`config.mk`:
```
export PLATFORM = sky130hd
export DESIGN_NAME = locd_queue
export DESIGN_NICKNAME = d
export VERILOG_FILES = /design/src/locd_pkg.sv /design/src/locd_queue.sv
export SDC_FILE = /design/constraint.sdc
export NUM_CORES = 1
export LEC_CHECK = 0
export BUFFER_PORTS_ARGS = -buffer_cell sky130_fd_sc_hd__buf_2
export CORE_MARGIN = 4
export CORE_UTILIZATION = 35
export CTS_CLUSTER_DIAMETER = 40
export DETAILED_ROUTE_END_ITERATION = 12
export PLACE_DENSITY = 0.65
export SLEW_MARGIN = 20
export SYNTH_ARGS = -nofsm -noshare
export SYNTH_HDL_FRONTEND = slang
export SYNTH_SLANG_ARGS = --single-unit
```
`constraint.sdc`:
```
create_clock -name clk -period 1.75 [get_ports clk]
set_input_delay 0.2625 -clock clk [delete_from_list [all_inputs] [get_ports clk]]
set_output_delay 0.2625 -clock clk [all_outputs]
set_load 0.02 [all_outputs]
```
`src/locd_pkg.sv`:
```
// Package for the lock order cycle detector: sizes, types and the walk state encoding.
// Used by every module in src; depends on nothing.
package locd_pkg;
  localparam int NUM_LOCKS   = 32;
  localparam int NUM_THREADS = 8;
  localparam int STACK_DEPTH = 16;
  localparam int LW = $clog2(NUM_LOCKS);
  localparam int TW = $clog2(NUM_THREADS);
  localparam int SW = $clog2(STACK_DEPTH);
  localparam int CW = $clog2(STACK_DEPTH + 1);
  localparam int RW = $clog2(NUM_LOCKS + 1);

  localparam logic OP_ACQUIRE = 1'b0;
  localparam logic OP_RELEASE = 1'b1;

  // Command from the front end to the graph engine.
  typedef struct packed {
    logic          edge_new;
    logic [LW-1:0] from;
    logic [LW-1:0] to;
    logic          fault;
  } cmd_t;

  typedef struct packed {
    logic          edge_added;
    logic          deadlock;
    logic [LW-1:0] back_from;
    logic [LW-1:0] back_to;
    logic          stack_fault;
  } res_t;

  typedef enum logic [2:0] {
    ST_IDLE, ST_ROOT, ST_SCAN, ST_DONE
  } walk_state_t;
endpackage

```
`src/locd_queue.sv`:
```
// Two-entry command queue between front end and graph engine.
// Depends on locd_pkg.
module locd_queue
  import locd_pkg::*;
(
  input  logic clk,
  input  logic rst_n,
  input  logic wr_valid,
  output logic wr_ready,
  input  cmd_t wr_data,
  output logic rd_valid,
  input  logic rd_ready,
  output cmd_t rd_data
);
  cmd_t mem_r [2];
  logic wp_r, rp_r;
  logic [1:0] cnt_r;
  logic wr, rd;
  assign wr_ready = cnt_r != 2'd2;
  assign rd_valid = cnt_r != 2'd0;
  assign rd_data = mem_r[rp_r];
  assign wr = wr_valid && wr_ready;
  assign rd = rd_valid && rd_ready;
  always_ff @(posedge clk) begin
    if (wr) mem_r[wp_r] <= wr_data;
  end
  always_ff @(posedge clk) begin
    if (!rst_n) begin
      wp_r <= 1'b0;
      rp_r <= 1'b0;
      cnt_r <= '0;
    end else begin
      if (wr) wp_r <= !wp_r;
      if (rd) rp_r <= !rp_r;
      cnt_r <= cnt_r + {1'b0, wr} - {1'b0, rd};
    end
  end
endmodule

```
==> results.cfg <==
[logic_synthesis]
yosys_most_used_dff = edfxtp_1
avgSynthCellArea_um2 = 16.79
yosysTopAreaCell = edfxtp_1
synth_top_cells_by_count = 24 x edfxtp_1, 10 x mux2_1, 5 x dfxtp_1
netlist.area_leader.share = 0.6407
synth_edf_count = 24
synth_fp_nets = 84
synth_top_cells_by_area = edfxtp_1 64%, mux2_1 10%, dfxtp_1 8.9%
synth_most_common_cell = edfxtp_1
seq_area_frac_synth = 0.7297
ys_ff_latch = 29
synth_cells = 67
syn_area_mm2 = 0.001125
ys_types = 25
synthArstFlopShare = 0
ys_warn_count = 0

[global_routing]
first_global_vias = 696
grt_pass1_wl_um = 3084
grt_max_degree = 13
antenna_found_initial = 0
grt_use_total = 0.1044
grt_overflow_total = 0

[status]
status = finished clean

[setup_path]
path_cells = nor2b_1, o21ba_1, nor2_1, ha_1, nor4_2, nor3_2
r2r-start = cnt_r[1]
slowest_delay_ns = 0.44
worstSetupPathType = flip-flop to flip-flop
crit_path_max_fanout = 7
required_ns = 1.96
startpoint = cnt_r[1]
end_kind = flip-flop
critPathLaunchType = flip-flop
critical_path_arrival_ns = 1.85
crit_slowest_cell = dfxtp_1

[cts]
cts_resized = 0
clk_pin_slew_ns = 0.09
h-tree-depth = 2
clockBufferDepth = 2
cts_setup_buffers = 0
cts_tree = done
ctsHoldBuffers = 0
cts_buffers = 5
cts_root_buf = clkbuf_4
insertion_delay_ns = 0.31
clock_sinks = 29

[cells_and_area]
final_nets = 121
final_layout_size_suffix_gt1_frac = 0.4095
design_area_mm2 = 0.001393
fillers = 300
final_core_utilization = 0.4561
antenna_cells = 0
syn2layout_area_growth_pct = 23.80

[placement]
dp_slack_ns = 0.1412
gp_congestion = 0.6273
postPlaceCellArea_mm2 = 0.001335
port-buffer-count = 29

[detailed_routing]
vias = 673
drc_errors = 0
wirelength_um = 1865
postRouteAntennaNets = 0
firstDrtPassIters = 3
routed_via_density = 4.517
drt-initial-drc-count = 15
detail_route.wl_per_cell_um = 12.52

[floorplanning]
fp.dieH_um = 64.69
std_cell_rows = 20
fp.dieArea_mm2 = 0.004185
start_util = 0.3684
die_w_um = 64.69
coreArea_mm2 = 0.003053
ios = 30

[timing]
timing.slew.headroom = 0.6610
max_clock_freq_ghz = 0.6084
worst_slew_pin_slew_ns = 0.5080
whs_ns = 0.1320
finalHoldViolations = 0
slew_violations = 0
fin_tns_setup_ns = 0
rsz0062_at_grt = no
clock_skew_ns = 0.003663
finalSetupViolations = 0
fin_crit_ns = 1.644
timing.final.ws_setup_ns = 0.1063
period_share = 0.9392

[job]
cap_viol_max_count = 0

[power]
power_density_mw_per_mm2 = 1235
ir_worst_vdd_v = 0.0006473
p_leak_uw = 0.0005513

[hold_path]
worstHoldStart = wr_data[8]
hold_class = primary input to flip-flop
## cell type report
class                   count  area (um^2)  area share
flip-flops and latches     29        820.8      0.5894
multi-input cells          35        297.8      0.2138
repair buffers             31        160.2      0.1150
well taps                  44        55.05     0.03953
clock buffers               6        41.29     0.02965
clock inverters             2        10.01    0.007188
inverters                   2        7.507    0.005391
## cells by family (layout without fill, tap and decap cells)
kind of cell | count (synthesis) | after routing | share of synthesized area
simple gates | 15 | 15 | 0.08121
mux | 12 | 12 | 0.1201
xor+xnor | 1 | 1 | 0.007788
fa+ha+maj | 1 | 1 | 0.01112
flops | 29 | 29 | 0.7297
buf+inv | 3 | 41 | 0.01112
compound gates | 6 | 6 | 0.03892
## power breakdown
part / internal (uW) / switching [uW] / total (uW)
registers: 841 / 37.1 / 878
clock network: 153 / 216 / 369
logic: 198 / 274 / 473
total: 1190 / 527 / 1720
## cells in the final DEF (no fill, tap or decap), types with 2 or more instances in the layout
cell and count:
edfxtp_1 24, mux2_2 2, clkinv_2 2, nor2_1 4, clkbuf_4 5, buf_2 29
dfxtp_1 5, mux2_1 10, inv_1 2, buf_4 2, and3_1 2
## stage by stage
| step | cells | power [uW] |
|---|---|---|
| global placement | 141 | 1350 |
| global route | 149 | 1832 |
| detailed placement | 141 | 1368 |
| finish | 149 | 1719 |
| CTS | 149 | 1745 |
| floorplan | 67 | 1209 |
## flip-flops by register name, summed over array words and instances (netlist names), named ones only
register / flops
rp_r: 1
cnt_r: 2
mem_r: 24
wp_r: 1
## per-layer routing
layer / part of all wire / wire [um] / vias to the layer above / track usage
met2: 0.53 / 983 / 25 / 0.1753
li1: - / - / 328 / -
met4: 0 / 0 / 0 / 0.03166
met5: 0 / 0 / - / 0
met1: 0.38 / 708 / 320 / 0.1003
met3: 0.092 / 172 / 0 / 0.07626
## worst paths after layout
path	endpoint	slack, ns	cells past startpoint
hold reg to reg	rp_r	0.52	2
hold / removal	mem_r[1][8]	0.13	1
setup / recovery	cnt_r[1]	0.11	6
setup reg to reg	cnt_r[1]	0.11	6
## worst max-delay path: cells and delay by family, from the launching register on
family          cells  cell delay [ns]
fa+ha+maj           1             0.21
simple gates        4             0.71
flops               1             0.44
compound gates      1             0.17
No activity file was read; power rests on OpenSTA's default activity.
