--- config.mk ---
export PLATFORM = sky130hd
export DESIGN_NAME = locd_front
export DESIGN_NICKNAME = d
export VERILOG_FILES = /design/src/locd_pkg.sv /design/src/locd_front.sv
export SDC_FILE = /design/constraint.sdc
export NUM_CORES = 1
export LEC_CHECK = 0
export BUFFER_PORTS_ARGS = -buffer_cell sky130_fd_sc_hd__clkbuf_2
export CORE_ASPECT_RATIO = 1.25
export CORE_UTILIZATION = 54
export DETAILED_ROUTE_END_ITERATION = 8
export PLACE_DENSITY = 0.7
export SLEW_MARGIN = 20
export SYNTH_ARGS = -nofsm -noshare
export SYNTH_HDL_FRONTEND = slang
export SYNTH_SLANG_ARGS = --single-unit
--- constraint.sdc ---
create_clock -name clk -period 8.96 [get_ports clk]
set_input_delay 0.896 -clock clk [delete_from_list [all_inputs] [get_ports clk]]
set_output_delay 0.896 -clock clk [all_outputs]
set_load 0.03 [all_outputs]
--- src/locd_pkg.sv ---
// Package for the lock order cycle detector: sizes, types and the walk state encoding.
// Used by every module in src; depends on nothing.
package locd_pkg;
  localparam int NUM_LOCKS   = 32;
  localparam int NUM_THREADS = 8;
  localparam int STACK_DEPTH = 16;
  localparam int LW = $clog2(NUM_LOCKS);
  localparam int TW = $clog2(NUM_THREADS);
  localparam int SW = $clog2(STACK_DEPTH);
  localparam int CW = $clog2(STACK_DEPTH + 1);
  localparam int RW = $clog2(NUM_LOCKS + 1);

  localparam logic OP_ACQUIRE = 1'b0;
  localparam logic OP_RELEASE = 1'b1;

  // Command from the front end to the graph engine.
  typedef struct packed {
    logic          edge_new;
    logic [LW-1:0] from;
    logic [LW-1:0] to;
    logic          fault;
  } cmd_t;

  typedef struct packed {
    logic          edge_added;
    logic          deadlock;
    logic [LW-1:0] back_from;
    logic [LW-1:0] back_to;
    logic          stack_fault;
  } res_t;

  typedef enum logic [2:0] {
    ST_IDLE, ST_ROOT, ST_SCAN, ST_DONE
  } walk_state_t;
endpackage

--- src/locd_front.sv ---
// Front end: per-thread lock stacks, classifies each item into a graph command.
// Depends on locd_pkg; queries the edge bitmap held by locd_engine.
module locd_front
  import locd_pkg::*;
(
  input  logic                clk,
  input  logic                rst_n,
  input  logic                in_valid,
  output logic                in_ready,
  input  logic                op,
  input  logic [TW-1:0]       thread_id,
  input  logic [LW-1:0]       lock_id,
  output logic [LW-1:0]       probe_from,
  input  logic [NUM_LOCKS-1:0] probe_row,
  output logic                cmd_valid,
  input  logic                cmd_ready,
  output cmd_t                cmd
);
  logic [LW-1:0] held_mem [NUM_THREADS*STACK_DEPTH];
  logic [CW-1:0] held_count_r [NUM_THREADS];
  logic [LW-1:0] top_r;
  logic          top_ok_r;
  logic          ph_r;          // 0: read top, 1: decide
  logic          op_r;
  logic [TW-1:0] tid_r;
  logic [LW-1:0] lock_r;
  logic [CW-1:0] cnt;
  logic          acc;
  cmd_t          cmd_nxt;
  logic          push;

  assign in_ready = !ph_r;
  assign acc = in_valid && in_ready;
  assign cnt = held_count_r[tid_r];
  assign probe_from = top_r;
  assign cmd_valid = ph_r;

  always_comb begin
    cmd_nxt = '0;
    push = 1'b0;
    if (op_r == OP_RELEASE) begin
      cmd_nxt.fault = (cnt == '0);
    end else if (cnt >= CW'(STACK_DEPTH)) begin
      cmd_nxt.fault = 1'b1;
    end else begin
      push = 1'b1;
      if (top_ok_r && top_r != lock_r && !probe_row[lock_r]) begin
        cmd_nxt.edge_new = 1'b1;
      end
    end
    cmd_nxt.from = top_r;
    cmd_nxt.to = lock_r;
  end
  assign cmd = cmd_nxt;

  always_ff @(posedge clk) begin
    if (acc) begin
      op_r <= op;
      tid_r <= thread_id;
      lock_r <= lock_id;
    end
    if (ph_r && !acc) begin
      // nothing
    end
    if (ph_r && cmd_ready && push) begin
      held_mem[{tid_r, cnt[SW-1:0]}] <= lock_r;
    end
  end

  // Top of stack is registered when the item is accepted.
  logic [CW-1:0] acnt;
  logic [SW-1:0] tidx;
  assign acnt = held_count_r[thread_id];
  assign tidx = SW'(acnt - CW'(1));
  always_ff @(posedge clk) begin
    if (acc) begin
      top_r <= held_mem[{thread_id, tidx}];
    end
  end

  always_ff @(posedge clk) begin
    if (!rst_n) begin
      ph_r <= 1'b0;
      top_ok_r <= 1'b0;
      for (int i = 0; i < NUM_THREADS; i++) held_count_r[i] <= '0;
    end else begin
      if (acc) begin
        ph_r <= 1'b1;
        top_ok_r <= (acnt != '0);
      end else if (ph_r && cmd_ready) begin
        ph_r <= 1'b0;
        if (push) held_count_r[tid_r] <= cnt + CW'(1);
        else if (op_r == OP_RELEASE && cnt != '0) held_count_r[tid_r] <= cnt - CW'(1);
      end
    end
  end
endmodule

==> run_results.csv <==
group,metric,value,unit
run_status,status,"finished, violations left",
run_status,violations,"design-rule violations",
clocking,ctsHtreeMaxLevel,3,
clocking,tritoncts,"yes",
routing,wl,65900,µm
final_layout,final_common_cell,"edfxtp_1",
placement,placed_cells,2150,
timing,fmax,200,MHz
worst_setup_path,cp-endpoint,"cmd[11]",
yosys,synth_largest_area_cell,"edfxtp_1",
routing,ant_nets,0,
timing,relSlewSlack,0.307,
yosys,synthCells,1475,
worst_setup_path,cp.arrival,4.12,ns
timing,fin_crit_sh,0.559,
clocking,post_cts_resized,0,
grt,overflow,0,
worst_setup_path,worst-setup-path-type,"reg2out",
timing,rsz0062_at_grt,"false",
placement,dp_hpwl,41200,µm
worst_setup_path,crit_fanout,89,
grt,grt_pass1_vias,14700,
grt,grt_usage,0.253,
final_layout,diodes,0,
power,powerDensity,234,nW/µm²
timing,fin_skew,0.0255,ns
grt,antenna_found_initial,1,
grt,grt_max_degree,105,
yosys,synth.top_cell.area_share,0.736,
worst_setup_path,startpoint,"lock_r[0]",
worst_setup_path,critPathLaunchType,"register",
final_layout,drive_gt1_frac,0.254,
yosys,synth_edf_count,694,
placement,dp_slack,3.50,ns
floorplan,dieHeight,258,µm
floorplan,start_util,0.548,
yosys,synthesis.area,28300,µm²
clocking,clk_pin_slew,0.06,ns
routing,vias,14600,
clocking,cts_made_buffers,66,
final_layout,layout_common_cells,"edfxtp_1, mux4_2, nor2_1, nand2_1, clkbuf_16",
clocking,cts.sink_count,699,
timing,setup_viol,0,
yosys,synthMuxAreaShare,0.169,
worst_setup_path,critPathCaptureType,"output port",
floorplan,io_pins,64,
timing,maxSlewViolCount,0,
floorplan,dieArea,53400,µm²
floorplan,core,51700,µm²
routing,wire_per_inst,29.1,µm
routing,initialDrtViolationCount,1785,
clocking,cts-root-buf,"clkbuf_16",
timing,hold_viol_final,0,
min_path,min_path_cells,1,
timing,fin_crit,5.01,ns
yosys,synth_top_family_by_area,"multiplexers",
grt,grt_pass1_wl,96900,µm
floorplan,die_w,207,µm
yosys,synth_simple_gate_area_frac,0.0541,
final_layout,final_core_util,0.611,
yosys,yosysWarnings,0,
timing,fin_tns_setup,0,ns
floorplan,rows,93,
power,p_leak,10.1,nW
placement,io_buffers,63,
yosys,async_flop_share,0,
min_path,hold_path.class,"in2reg",
flow_run,cap_violations,0,
yosys,synth_ff_type,"edfxtp_1",
routing,firstDrtPassIters,9,
clocking,clk_latency,0.59,ns
final_layout,nets,1603,
yosys,ys_ff_latch,699,
yosys,synthAdderAreaFrac,0.00247,
worst_setup_path,ff2ff_path_depth,15,
power,irDropWorstVdd,0.000133,V
yosys,synthTopCellsByArea,"edfxtp_1, mux4_2, nor2_1",
worst_setup_path,r2r_slack,4.43,ns
worst_setup_path,r2r_end,"held_count_r[7][4]",
timing,tightest_slew,1.04,ns
routing,vias_per_cell,6.42,
placement,gp_congestion,0.902,
yosys,synth_cell_type_count,52,
clocking,post_cts_buffers,0,
clocking,holdBufCountCts,0,
worst_setup_path,worstPathRequired,8.06,ns
timing,whs,0.500,ns
timing,fin_ws,3.95,ns
yosys,syn_avg_cell_area,19.2,µm²
yosys,synth.net_count,1525,
clocking,clockBufferDepth,3,
yosys,synthXorXnorAreaFrac,0.00340,
final_layout,area_delta_synth_final,11.4,%
yosys,synth_compound_area_frac,0.0161,
final_layout,fillers,3559,
routing,drcViolationCount,12,
final_layout,fin_cells,2266,
yosys,ys_seq_area_frac,0.739,
==> flip-flops by register name, summed over array words and instances (netlist names), named ones only <==
signal and flops:
op_r 1, lock_r 5, probe_from 5, held_mem 640, top_ok_r 1, cmd_valid 1, tid_r 3, held_count_r 40
==> worst max-delay path, stage by stage (launching register included) <==
cell	delay [ns]
edfxtp_1	0.33
buf_4	0.46
buf_4	0.82
mux4_2	0.62
mux4_2	0.47
a2111oi_0	0.52
clkbuf_2	0.30
==> routing by layer <==
metal | wire length, µm | share of wire | vias up | track usage
li1 | - | - | 6103 | -
met1 | 25100 | 0.38 | 7616 | 0.337
met2 | 33300 | 0.51 | 708 | 0.422
met3 | 5080 | 0.077 | 124 | 0.0422
met4 | 2320 | 0.035 | 0 | 0.0941
met5 | 0 | 0 | - | 0
==> power breakdown <==
group / total [mW] / internal, mW / switching [mW]
sequential: 3.64 / 3.62 / 0.0188
combinational: 0.877 / 0.336 / 0.541
clock: 2.88 / 1.70 / 1.18
total: 7.40 / 5.66 / 1.74
==> stage by stage <==
stage | power, mW | area (µm²)
4_1_cts | 7.42 | 31600
3_5_place_dp | 4.58 | 29300
2_1_floorplan | 4.29 | 28300
6_report | 7.40 | 31600
3_3_place_gp | 4.57 | 29300
5_1_grt | 7.58 | 31600
==> layout make-up <==
type,instances,area (µm²),share of cell area
multi-input cells,683,6980,0.221
inverters,11,41.3,0.00131
clock inverters,42,492,0.0156
repair buffers,92,546,0.0173
clock buffers,74,1720,0.0546
well taps,665,832,0.0264
flip-flops and latches,699,20900,0.664
==> cells in the mapped netlist, types with 5 or more instances <==
library cell    n
a2111oi_0       6
and3_1         12
a21oi_1        14
mux4_2        198
clkbuf_1       48
mux2i_1        18
dfxtp_1         5
a31oi_1         8
o21ai_0         5
and2_1          8
buf_2           7
buf_4          21
mux2_2         10
nor2_1        178
edfxtp_1      694
nor3_1          7
inv_1           8
xnor2_1         5
nand2_1       139
nand3_1        15
xor2_1          6
==> cell families after synthesis <==
group                      after synthesis
DFF                                    699
buffers and inverters                   93
AOI/OAI and AO/OA                       65
muxes                                  228
adders and majority gates                5
xor gates and xnor gates                11
and+or+nand+nor                        374
==> worst min path at each step <==
stage,startpoint,to,slack [ns]
floorplan,top_ok_r,top_ok_r,0.52
global placement,top_ok_r,top_ok_r,0.58
detailed placement,top_ok_r,top_ok_r,0.58
CTS,lock_id[4],lock_r[4],0.48
global route,lock_id[4],lock_r[4],0.48
finish,lock_id[4],lock_r[4],0.50
Power figures use the tool's default switching activity.
